### config.mk
export PLATFORM = sky130hd
export DESIGN_NAME = multi_pin_debounce_scanner_core_flat
export DESIGN_NICKNAME = d
export VERILOG_FILES = /design/src/sv/mpdb_pkg.sv /design/src/sv/mpdb_if.sv /design/src/sv/mpdb_lane.sv /design/src/sv/mpdb_merge.sv /design/src/sv/multi_pin_debounce_scanner_core.sv /design/src/flat_wrapper.sv
export SDC_FILE = /design/constraint.sdc
export NUM_CORES = 1
export LEC_CHECK = 0
export ABC_AREA = 1
export BUFFER_PORTS_ARGS = -buffer_cell sky130_fd_sc_hd__buf_2
export CAP_MARGIN = 10
export CORE_UTILIZATION = 55
export DETAILED_ROUTE_END_ITERATION = 16
export PLACE_DENSITY_LB_ADDON = 0.05
export SYNTH_ARGS = -nofsm -noshare
export SYNTH_HDL_FRONTEND = slang
export SYNTH_SLANG_ARGS = --single-unit
export TNS_END_PERCENT = 30
### constraint.sdc
create_clock -name clk -period 3.8 [get_ports clk]
set_clock_uncertainty 0.05 [all_clocks]
set_input_delay 0 -clock clk [delete_from_list [all_inputs] [get_ports clk]]
set_output_delay 0 -clock clk [all_outputs]
set_load 0.03 [all_outputs]
### src/sv/mpdb_pkg.sv
package mpdb_pkg;

  localparam int NUM_PINS = 8;
  localparam int LVL_W    = 8;
  localparam int CNT_W    = 8;
  localparam int THR_W    = NUM_PINS * CNT_W;
  localparam int CFG_W    = 64;
  localparam int CMD_W    = 3;
  localparam int IDX_W    = 3;

  localparam logic [CNT_W-1:0] CNT_MAX   = {CNT_W{1'b1}};
  localparam logic [CFG_W-1:0] THR_RESET = 64'h0303_0303_0303_0303;

  typedef enum logic [CMD_W-1:0] {
    CMD_SCAN    = 3'd0,
    CMD_EN_PIN  = 3'd1,
    CMD_DIS_PIN = 3'd2,
    CMD_EN_ALL  = 3'd3,
    CMD_DIS_ALL = 3'd4
  } cmd_t;

  typedef struct packed {
    logic             start;
    logic             stable_bit;
    logic             pend_bit;
    logic             flag;
    logic [CNT_W-1:0] count;
    logic             changed;
  } lane_res_t;

  typedef struct packed {
    logic [NUM_PINS-1:0] stable;
    logic [NUM_PINS-1:0] pend;
    logic [NUM_PINS-1:0] flag;
    logic [NUM_PINS-1:0] changed;
    logic                stopped;
  } scan_nxt_t;

endpackage

### src/sv/mpdb_if.sv
interface mpdb_in_if;
  logic                         valid;
  logic                         ready;
  logic [mpdb_pkg::CMD_W-1:0]   command;
  logic [mpdb_pkg::IDX_W-1:0]   pin_index;
  logic [mpdb_pkg::LVL_W-1:0]   pin_levels;

  modport source (output valid, command, pin_index, pin_levels, input ready);
  modport sink   (input valid, command, pin_index, pin_levels, output ready);
endinterface

interface mpdb_out_if;
  logic                         valid;
  logic                         ready;
  logic [mpdb_pkg::LVL_W-1:0]   stable_levels;
  logic [mpdb_pkg::LVL_W-1:0]   changed_pins;
  logic                         stopped_early;

  modport source (output valid, stable_levels, changed_pins, stopped_early, input ready);
  modport sink   (input valid, stable_levels, changed_pins, stopped_early, output ready);
endinterface

interface mpdb_cfg_if;
  logic                         valid;
  logic                         ready;
  logic [mpdb_pkg::CFG_W-1:0]   filter_thresholds;

  modport source (output valid, filter_thresholds, input ready);
  modport sink   (input valid, filter_thresholds, output ready);
endinterface

### src/sv/mpdb_lane.sv
module mpdb_lane (
  input  logic                         en,
  input  logic                         sample,
  input  logic                         stable,
  input  logic                         pend,
  input  logic                         flag,
  input  logic [mpdb_pkg::CNT_W-1:0]   count,
  input  logic [mpdb_pkg::CNT_W-1:0]   thr,
  output mpdb_pkg::lane_res_t          res
);
  import mpdb_pkg::*;

  logic             diff;
  logic             match;
  logic [CNT_W-1:0] cnt_step;
  logic             accept;

  always_comb begin
    diff     = en && (sample != stable);
    match    = (sample == pend);
    cnt_step = match ? ((count == CNT_MAX) ? count : count + 1'b1) : '0;
    accept   = diff && flag && (cnt_step >= thr);

    res.start      = diff && !flag;
    res.stable_bit = stable;
    res.pend_bit   = pend;
    res.flag       = flag;
    res.count      = count;
    res.changed    = 1'b0;

    if (diff && !flag) begin
      res.pend_bit = sample;
      res.flag     = 1'b1;
      res.count    = '0;
    end else if (diff) begin
      if (accept) begin
        res.stable_bit = pend;
        res.flag       = 1'b0;
        res.count      = '0;
        res.changed    = 1'b1;
      end else begin
        res.flag  = match;
        res.count = cnt_step;
      end
    end
  end

endmodule

### src/sv/mpdb_merge.sv
module mpdb_merge (
  input  mpdb_pkg::lane_res_t                  lane_res [mpdb_pkg::NUM_PINS],
  input  logic [mpdb_pkg::NUM_PINS-1:0]        stable_cur,
  input  logic [mpdb_pkg::NUM_PINS-1:0]        pend_cur,
  input  logic [mpdb_pkg::NUM_PINS-1:0]        flag_cur,
  input  logic [mpdb_pkg::CNT_W-1:0]           cnt_cur [mpdb_pkg::NUM_PINS],
  output mpdb_pkg::scan_nxt_t                  scan_nxt,
  output logic [mpdb_pkg::CNT_W-1:0]           cnt_nxt [mpdb_pkg::NUM_PINS]
);
  import mpdb_pkg::*;

  logic [NUM_PINS-1:0] start_below;

  // A lane takes part only if no lower pin began pending on this tick.
  always_comb begin
    start_below[0] = 1'b0;
    for (int i = 1; i < NUM_PINS; i++) begin
      start_below[i] = start_below[i-1] || lane_res[i-1].start;
    end
  end

  always_comb begin
    scan_nxt.stopped = 1'b0;
    for (int i = 0; i < NUM_PINS; i++) begin
      if (!start_below[i]) begin
        scan_nxt.stable[i]  = lane_res[i].stable_bit;
        scan_nxt.pend[i]    = lane_res[i].pend_bit;
        scan_nxt.flag[i]    = lane_res[i].flag;
        scan_nxt.changed[i] = lane_res[i].changed;
        cnt_nxt[i]          = lane_res[i].count;
        scan_nxt.stopped    = scan_nxt.stopped || lane_res[i].start;
      end else begin
        scan_nxt.stable[i]  = stable_cur[i];
        scan_nxt.pend[i]    = pend_cur[i];
        scan_nxt.flag[i]    = flag_cur[i];
        scan_nxt.changed[i] = 1'b0;
        cnt_nxt[i]          = cnt_cur[i];
      end
    end
  end

endmodule

### src/sv/multi_pin_debounce_scanner_core.sv
// Channel  Direction  Payload                                        Accepted when
// in_ch    sink       command, pin_index, pin_levels                 valid && ready
// out_ch   source     stable_levels, changed_pins, stopped_early     valid && ready
// cfg_ch   sink       filter_thresholds                              valid && ready
//
// Every transaction is handled combinationally by the per-pin lanes, and its result
// appears in the output register on the next cycle; one transaction per cycle unless out_ch stalls.
// The input is ready whenever the output register is empty or being drained.
// The configuration port is always ready.
// Reset is synchronous and active low; it clears all pin state and loads the
// default thresholds.
module multi_pin_debounce_scanner_core (
  input  logic        clk,
  input  logic        rst_n,
  mpdb_in_if.sink     in_ch,
  mpdb_out_if.source  out_ch,
  mpdb_cfg_if.sink    cfg_ch
);
  import mpdb_pkg::*;

  logic [NUM_PINS-1:0] en_r;
  logic [NUM_PINS-1:0] stable_r;
  logic [NUM_PINS-1:0] pend_r;
  logic [NUM_PINS-1:0] flag_r;
  logic [CNT_W-1:0]    cnt_r [NUM_PINS];
  logic [CFG_W-1:0]    thr_r;

  logic                out_valid_r;
  logic [LVL_W-1:0]    out_stable_r;
  logic [LVL_W-1:0]    out_changed_r;
  logic                out_stopped_r;

  lane_res_t           lane_res [NUM_PINS];
  scan_nxt_t           scan_nxt;
  logic [CNT_W-1:0]    cnt_scan [NUM_PINS];

  logic [NUM_PINS-1:0] en_nxt;
  logic [NUM_PINS-1:0] stable_nxt;
  logic [NUM_PINS-1:0] pend_nxt;
  logic [NUM_PINS-1:0] flag_nxt;
  logic [CNT_W-1:0]    cnt_nxt [NUM_PINS];
  logic [NUM_PINS-1:0] changed_nxt;
  logic                stopped_nxt;
  logic [NUM_PINS-1:0] pin_bit;
  logic                pin_ok;
  logic                in_fire;

  assign in_ch.ready  = !out_valid_r || out_ch.ready;
  assign in_fire      = in_ch.valid && in_ch.ready;
  assign cfg_ch.ready = 1'b1;

  assign out_ch.valid         = out_valid_r;
  assign out_ch.stable_levels = out_stable_r;
  assign out_ch.changed_pins  = out_changed_r;
  assign out_ch.stopped_early = out_stopped_r;

  for (genvar i = 0; i < NUM_PINS; i++) begin : g_lane
    mpdb_lane u_lane (
      .en     (en_r[i]),
      .sample (in_ch.pin_levels[i]),
      .stable (stable_r[i]),
      .pend   (pend_r[i]),
      .flag   (flag_r[i]),
      .count  (cnt_r[i]),
      .thr    (thr_r[i*CNT_W +: CNT_W]),
      .res    (lane_res[i])
    );
  end

  mpdb_merge u_merge (
    .lane_res   (lane_res),
    .stable_cur (stable_r),
    .pend_cur   (pend_r),
    .flag_cur   (flag_r),
    .cnt_cur    (cnt_r),
    .scan_nxt   (scan_nxt),
    .cnt_nxt    (cnt_scan)
  );

  always_comb begin
    pin_ok      = int'(in_ch.pin_index) < NUM_PINS;
    pin_bit     = pin_ok ? NUM_PINS'(1) << in_ch.pin_index : '0;
    en_nxt      = en_r;
    stable_nxt  = stable_r;
    pend_nxt    = pend_r;
    flag_nxt    = flag_r;
    cnt_nxt     = cnt_r;
    changed_nxt = '0;
    stopped_nxt = 1'b0;
    unique case (cmd_t'(in_ch.command))
      CMD_SCAN: begin
        stable_nxt  = scan_nxt.stable;
        pend_nxt    = scan_nxt.pend;
        flag_nxt    = scan_nxt.flag;
        cnt_nxt     = cnt_scan;
        changed_nxt = scan_nxt.changed;
        stopped_nxt = scan_nxt.stopped;
      end
      CMD_EN_PIN: begin
        en_nxt   = en_r | pin_bit;
        flag_nxt = flag_r & ~pin_bit;
      end
      CMD_DIS_PIN: begin
        en_nxt   = en_r & ~pin_bit;
        flag_nxt = flag_r & ~pin_bit;
      end
      CMD_EN_ALL:  en_nxt = '1;
      CMD_DIS_ALL: en_nxt = '0;
      default: ;
    endcase
  end

  always_ff @(posedge clk) begin
    if (!rst_n) begin
      en_r        <= '0;
      stable_r    <= '0;
      pend_r      <= '0;
      flag_r      <= '0;
      cnt_r       <= '{default: '0};
      thr_r       <= THR_RESET;
      out_valid_r <= 1'b0;
    end else begin
      if (cfg_ch.valid) begin
        thr_r <= cfg_ch.filter_thresholds;
      end
      if (in_fire) begin
        en_r          <= en_nxt;
        stable_r      <= stable_nxt;
        pend_r        <= pend_nxt;
        flag_r        <= flag_nxt;
        cnt_r         <= cnt_nxt;
        out_stable_r  <= LVL_W'(stable_nxt);
        out_changed_r <= LVL_W'(changed_nxt);
        out_stopped_r <= stopped_nxt;
        out_valid_r   <= 1'b1;
      end else if (out_ch.ready) begin
        out_valid_r <= 1'b0;
      end
    end
  end

  a_pend_differs: assert property (@(posedge clk) disable iff (!rst_n)
    (flag_r & ~(pend_r ^ stable_r)) == '0)
    else $error("pending pin holds its stable level");

  a_non_scan_quiet: assert property (@(posedge clk) disable iff (!rst_n)
    in_fire && (in_ch.command != CMD_SCAN) |=> (out_changed_r == '0) && !out_stopped_r)
    else $error("non-scan transaction reported a change");

  a_result_held: assert property (@(posedge clk) disable iff (!rst_n)
    out_valid_r && !out_ch.ready |-> !in_ch.ready)
    else $error("input accepted while result is stalled");

  a_result_follows: assert property (@(posedge clk) disable iff (!rst_n)
    in_fire |=> out_valid_r)
    else $error("accepted transaction produced no result");

endmodule

### src/flat_wrapper.sv
// flat-port wrapper written by rule: the top's interface ports become plain ports
module multi_pin_debounce_scanner_core_flat import mpdb_pkg::*;
  (clk, rst_n, in_ch_valid, in_ch_command, in_ch_pin_index, in_ch_pin_levels, in_ch_ready, out_ch_valid, out_ch_stable_levels, out_ch_changed_pins, out_ch_stopped_early, out_ch_ready, cfg_ch_valid, cfg_ch_filter_thresholds, cfg_ch_ready);
  mpdb_in_if in_ch_i ();
  mpdb_out_if out_ch_i ();
  mpdb_cfg_if cfg_ch_i ();
  input  logic clk;
  input  logic rst_n;
  input wire logic [$bits(in_ch_i.valid)-1:0] in_ch_valid;
  input wire logic [$bits(in_ch_i.command)-1:0] in_ch_command;
  input wire logic [$bits(in_ch_i.pin_index)-1:0] in_ch_pin_index;
  input wire logic [$bits(in_ch_i.pin_levels)-1:0] in_ch_pin_levels;
  output wire logic [$bits(in_ch_i.ready)-1:0] in_ch_ready;
  output wire logic [$bits(out_ch_i.valid)-1:0] out_ch_valid;
  output wire logic [$bits(out_ch_i.stable_levels)-1:0] out_ch_stable_levels;
  output wire logic [$bits(out_ch_i.changed_pins)-1:0] out_ch_changed_pins;
  output wire logic [$bits(out_ch_i.stopped_early)-1:0] out_ch_stopped_early;
  input wire logic [$bits(out_ch_i.ready)-1:0] out_ch_ready;
  input wire logic [$bits(cfg_ch_i.valid)-1:0] cfg_ch_valid;
  input wire logic [$bits(cfg_ch_i.filter_thresholds)-1:0] cfg_ch_filter_thresholds;
  output wire logic [$bits(cfg_ch_i.ready)-1:0] cfg_ch_ready;
  assign in_ch_i.valid = in_ch_valid;
  assign in_ch_i.command = in_ch_command;
  assign in_ch_i.pin_index = in_ch_pin_index;
  assign in_ch_i.pin_levels = in_ch_pin_levels;
  assign in_ch_ready = in_ch_i.ready;
  assign out_ch_valid = out_ch_i.valid;
  assign out_ch_stable_levels = out_ch_i.stable_levels;
  assign out_ch_changed_pins = out_ch_i.changed_pins;
  assign out_ch_stopped_early = out_ch_i.stopped_early;
  assign out_ch_i.ready = out_ch_ready;
  assign cfg_ch_i.valid = cfg_ch_valid;
  assign cfg_ch_i.filter_thresholds = cfg_ch_filter_thresholds;
  assign cfg_ch_ready = cfg_ch_i.ready;
  multi_pin_debounce_scanner_core u_core (.clk(clk), .rst_n(rst_n), .in_ch(in_ch_i), .out_ch(out_ch_i), .cfg_ch(cfg_ch_i));
endmodule
## After elaboration in Yosys (flattened, before gate mapping)

Index checks and enable logic that the tools add are counted.

| word-level totals | value |
|---|---|
| register bits | 178 |
| latch bits | 0 |
| memory bits (writable) | 0 |
| memory bits (read-only) | 0 |
| word-level logic and storage cells | 318 |
| memories kept | 0 |

| operators by class | value |
|---|---|
| add/subtract/negate cells | 8 |
| $mul | 0 |
| divide/modulo/power cells | 0 |
| magnitude comparators | 8 |
| equal/unequal tests | 43 |
| shift-type cells | 1 |
| multiplexer cells | 98 |
| bitwise logic cells | 20 |
| reductions and logical operators | 102 |

Operators by type and width:

| kind | number |
|---|---|
| $mux 9 | 16 |
| $mux 8 | 17 |
| $reduce_and 4->1 | 21 |
| $mux 10 | 8 |
| $add 8x1->8 const B | 8 |
| $eq 8x8->1 const B | 8 |
| $ge 8x8->1 | 8 |
| $mux 1 | 55 |
| $logic_and 1x1->1 | 33 |
| $pmux 8 s4 | 1 |
| $reduce_or 4->1 | 7 |
| $ne 3x3->1 const B | 8 |
| $reduce_bool 2->1 | 10 |
| $and 8x8->8 | 2 |
| $not 1->1 | 16 |
| $pmux 8 s2 | 1 |
| $ne 2x2->1 const B | 7 |
| $logic_or 1x1->1 | 13 |
| $logic_not 1->1 | 9 |
| $reduce_and 3->1 | 3 |
| $eq 1x1->1 | 8 |
| $ne 1x1->1 | 8 |
| $not 8->8 | 1 |
| $or 8x8->8 | 1 |
| other kinds (9) | 11 |

## Depth between registers and ports, before layout

| logic depth | value |
|---|---|
| depth in word-level cells | 17 |
| gate-level depth with buffers | 23 |

## Hierarchy

A second synthesis with hierarchy kept.

| second synthesis, totals | value |
|---|---|
| cells, all modules | 2,187 |
| area, all modules | 13,925.9 um^2 |

Modules (own cells, without submodules):

| module | times used | cells an instance | area each (um^2) | sequential area each (um^2) |
|---|---|---|---|---|
| multi_pin_debounce_scanner_core | 1 | 849 | 6,537.5 | 3,733.6 |
| mpdb_lane | 8 | 137 | 775.7 | 0.0 |
| mpdb_merge | 1 | 242 | 1,182.4 | 0.0 |

## Worst setup path before layout

Ideal clock, no wire load.

| timing | value |
|---|---|
| path type | reg2reg |
| start point | register u_core.cnt_r[48] (netlist name) |
| end point | register u_core.stable_r[1] |
| library setup time | 116 ps |
| data arrival time | 2,492 ps |
| path slack | 1,142 ps |
| stages on the path, launching flop included | 24 |
| path buffers | 0 |
| clock period less this slack | 2,658 ps |
| cell sequence | dfxtp_1 ha_1 nand2_1 nor2_1 nand3_1 nor2_2 nand2_2 inv_1 nor2_1 nor3_1 inv_1 ha_1 inv_1 nand2_1 a21oi_1 o21ai_0 nand2_1 nand3_1 nand2_1 inv_1 nand2_1 nand2_1 o21ai_0 inv_1 |

| on the way | value |
|---|---|
| cells in the longest elaborated chain, start to end | 10 |

RTL lines:

| what | RTL line | text |
|---|---|---|
| start: declaration | multi_pin_debounce_scanner_core.sv:25 | `logic [CNT_W-1:0] cnt_r [NUM_PINS];` |
| start signal: assignment | multi_pin_debounce_scanner_core.sv:131 | `cnt_r <= cnt_nxt;` |
| $add 8x1->8 / $eq 8x8->1 (equally long branches) | mpdb_lane.sv:21 | `cnt_step = match ? ((count == CNT_MAX) ? count : count + 1'b1) : '0;` |
| $mux 8 (*) (2 in series) | mpdb_lane.sv:21 |  |
| $ge 8x8->1 (*) | mpdb_lane.sv:22 | `accept = diff && flag && (cnt_step >= thr);` |
| $logic_and 1x1->1 (*) | mpdb_lane.sv:22 |  |
| $mux 1 (*) | mpdb_lane.sv:36 | `if (accept) begin` |
| $mux 1 (*) | mpdb_lane.sv:35 | `end else if (diff) begin` |
| $mux 1 (*) | mpdb_lane.sv:31 | `if (diff && !flag) begin` |
| $mux 1 (*) | mpdb_merge.sv:25 | `if (!start_below[i]) begin` |
| $mux 8 (*) | multi_pin_debounce_scanner_core.sv:90 | `unique case (cmd_t'(in_ch.command))` |
| named net u_core.stable_nxt[1] | multi_pin_debounce_scanner_core.sv:38 | `logic [NUM_PINS-1:0] stable_nxt;` |
| end signal: assignment | multi_pin_debounce_scanner_core.sv:128 | `stable_r <= stable_nxt;` |
| end: declaration | multi_pin_debounce_scanner_core.sv:22 | `logic [NUM_PINS-1:0] stable_r;` |

Mark *: on every way through the listed nets, which the timed path passes. The rest lies on a longest branch.
A chain may end at the register's enable or synchronous reset.

## Worst setup path after layout

| timing | value |
|---|---|
| start point | register u_core.cnt_r[56] (netlist name) |
| end point | register u_core.cnt_r[60] (netlist name) |

| on the way | value |
|---|---|
| cells in the longest elaborated chain, start to end | 8 |

RTL lines:

| what | RTL line |
|---|---|
| $add 8x1->8 / $eq 8x8->1 (equally long branches) | mpdb_lane.sv:21 |
| $mux 8 (*) (2 in series) | mpdb_lane.sv:21 |
| $ge 8x8->1 | mpdb_lane.sv:22 |
| $logic_and 1x1->1 | mpdb_lane.sv:22 |
| $mux 9 (*) | mpdb_lane.sv:36 |
| $mux 10 (*) | mpdb_lane.sv:35 |
| $mux 9 (*) | mpdb_lane.sv:31 |

Mark *: on every way between the ends. The rest lies on a longest branch, timed or not. The select of a mux whose other input is x is not followed.

==> impl_metrics.env <==
export IMPL_run_status="completed"
export IMPL_fin_crit_sh_pct=84.7
export IMPL_use_met3_pct=4.39
export IMPL_grt_pass1_wl_um=43800
export IMPL_root_buffer="clkbuf_16"
export IMPL_clock_latency_ns=0.43
export IMPL_row_count=50
export IMPL_clockBufferDepth=2
export IMPL_die_h_um=141
export IMPL_cp_max_fo=8
export IMPL_coreArea_sq_um=18800
export IMPL_h_tree_depth=4
export IMPL_finalWirelength_um=26000
export IMPL_cts_tree="yes"
export IMPL_max_cap_violations=0
export IMPL_nets=1865
export IMPL_hold_buffers=73
export IMPL_slowest_delay_ns=0.43
export IMPL_instances_no_fill=1986
export IMPL_grt_pass1_vias=9290
export IMPL_path_cells="ha_1 -> nand2_1 -> inv_1 -> nand4_1 -> nor2_1 -> nor2_1 -> xor2_1 -> nand2_1 -> inv_1 -> ha_1 -> a21oi_1 -> nor2_1 -> a211oi_1 -> nand2_1 -> nor2_1 -> nand2_1 -> a21oi_1"
export IMPL_avgRoutedWirePerCell_um=13.1
export IMPL_synth_seq_cells=178
export IMPL_syn2layout_area_growth_pct=18.7
export IMPL_fin_hold_ws_ns=0.0244
export IMPL_synth_sequential_area_ratio_pct=35.0
export IMPL_die_area_sq_um=20000
export IMPL_cts_buffers=17
export IMPL_totalNegativeSetupSlack_ns=0
export IMPL_grt_busiest_layer="met2"
export IMPL_synth_edf_count=17
export IMPL_synth_nets=1710
export IMPL_synth_top_area_share_pct=30.2
export IMPL_yosysTopAreaCell="dfxtp_1"
export IMPL_setup_viol=0
export IMPL_gr_total_overflow=0
export IMPL_crit_type="reg2reg"
export IMPL_endpoint_kind="flip-flop"
export IMPL_arrival_ns=3.51
export IMPL_rsz0062_at_grt="false"
export IMPL_use_met1_pct=36.3
export IMPL_ios=103
export IMPL_drtPass1Iterations=5
export IMPL_place_inst=1878
export IMPL_worstMarginPinSlew_ns=1.07
export IMPL_clk_pin_slew_worst_paths_ns=0.06
export IMPL_relSlewSlack_pct=28.6
export IMPL_initial_utilization_pct=56.7
export IMPL_routed_via_density=5.17
export IMPL_cts_setup_buffers=0
export IMPL_synth_cell_area_sq_um=10700
export IMPL_start_kind="flip-flop"
export IMPL_gp_congestion=0.882
export IMPL_max_vdd_ir_drop_v=0.000304
export IMPL_drcViolationCount=0
export IMPL_grt_max_degree=91
export IMPL_slew_viol_final=0
export IMPL_detail_route_antenna_nets=0
export IMPL_antenna_found_initial=2
export IMPL_hold_viol=0
export IMPL_synthDistinctLibCells=48
export IMPL_netlist_top_cells_area="dfxtp_1, nand2_1, ha_1"
export IMPL_yosys_warnings=0
export IMPL_track_usage_pct=26.9
export IMPL_min_path_type="in2reg"
export IMPL_synthCells=1555
export IMPL_vias=10300
export IMPL_fin_crit_ns=3.22
export IMPL_cts_repair_resized=0
export IMPL_synth_flop_cell="dfxtp_1"
export IMPL_drive_gt1_share_pct=11.0
export IMPL_critical_path_slowest_cell="nor2_1"
export IMPL_cts_sinks=178
export IMPL_p_leak_nw=5.91
export IMPL_met2_usage_pct=44.9
export IMPL_pwr_density_cell_nw_per_um2=336
export IMPL_dpl_hpwl_um=17800
export IMPL_avgSynthCellArea_sq_um=6.86
export IMPL_timing_fmax_mhz=311
export IMPL_port_buffer_count=101
export IMPL_ys_async_sr_fraction_pct=0
export IMPL_drt_iter0_markers=584
export IMPL_die_x_um=141
export IMPL_cp_data_required_time_ns=4.09
-- flip-flops by register name (all words and copies together), names as in the netlist --
register / cells
u_core.cnt_r: 64
u_core.thr_r: 64
u_core.en_r: 8
u_core.flag_r: 8
u_core.out_ch.changed_pins: 8
u_core.out_ch.stable_levels: 8
u_core.pend_r: 8
u_core.stable_r: 8
u_core.out_ch.stopped_early: 1
u_core.out_ch.valid: 1
-- final timing paths --
path / startpoint / endpoint / slack [ns] / cells after the start
worst max-delay path: u_core.cnt_r[56] / u_core.cnt_r[60] / 0.58 / 17
worst max register to register: u_core.cnt_r[56] / u_core.cnt_r[60] / 0.58 / 17
worst min-delay path: in_ch_pin_index[1] / u_core.en_r[1] / 0.02 / 6
worst min register to register: u_core.thr_r[43] / u_core.thr_r[43] / 0.41 / 2
-- cell usage in the layout (no fill, tap or decap), drive strengths merged, types with 9 or more instances in the layout --
cell,count
buf,105
clkbuf,20
nor3,36
edfxtp,17
o21ai,122
ha,72
a21oi,162
inv,239
nand3,83
xor2,21
nand2,301
nand4,37
dlygate4sd3,73
dfxtp,161
or2,9
nor2,191
-- critical path, delay by kind of cell (launching register included) --
kind	cells	cell delay [ns]
flip-flops	1	0.40
adder cells (fa/ha/maj)	2	0.48
buffers and inverters	2	0.18
XOR/XNOR	1	0.15
AND/OR/NAND/NOR	9	1.39
AO/OA/AOI/OAI	3	0.49
-- through the flow --
stage	power, mW	area (sq um)	util, %	setup slack [ns]
6_report	4.25	12700	67.2	0.581
5_1_grt	4.44	12700	67.2	0.161
4_1_cts	4.28	12700	67.2	0.571
3_5_place_dp	2.52	11400	60.3	0.603
3_3_place_gp	2.51	11400	60.3	0.713
2_1_floorplan	2.37	10700	-	1.14
-- cell families after synthesis --
family / share of synthesized area (%)
compound gates: 16.3
buf+inv: 10.1
flops: 35.0
mux: 0.0938
simple gates: 27.6
other cells: 0.0352
fa+ha+maj: 8.44
xor+xnor: 2.38
-- cells in the mapped netlist, types with 3 or more instances --
cell type,count
a211oi_1,5
a21boi_0,3
a21oi_1,162
a221oi_1,6
a31oi_1,8
buf_2,3
clkbuf_1,35
dfxtp_1,161
edfxtp_1,17
ha_1,72
inv_1,226
inv_2,12
nand2_1,295
nand2_2,6
nand3_1,76
nand3_2,6
nand3b_1,3
nand4_1,35
nor2_1,175
nor2_2,9
nor2_4,6
nor3_1,34
o21a_1,3
o21ai_0,118
o21ai_1,4
o21bai_1,5
o22ai_1,7
or2_2,7
xnor2_1,8
xor2_1,21
-- routing by layer --
metal	routed length [um]	vias up
met5	0	-
met2	12200	171
li1	-	5416
met1	12600	4666
met4	262	0
met3	927	17
-- where the power goes --
group | switching [mW] | internal (mW)
clock network | 0.763 | 0.941
registers | 0.0384 | 1.97
logic | 0.329 | 0.207
-- final cells by class --
type                    count  area [sq um]
diodes                      3          7.51
clock inverters            12           108
repair buffers            178          1270
flip-flops and latches    178          3730
inverters                 240           902
multi-input cells        1095          5860
well taps                 260           325
fillers                  1707          6170
clock buffers              20           458
No activity file was read; power rests on OpenSTA's default activity.
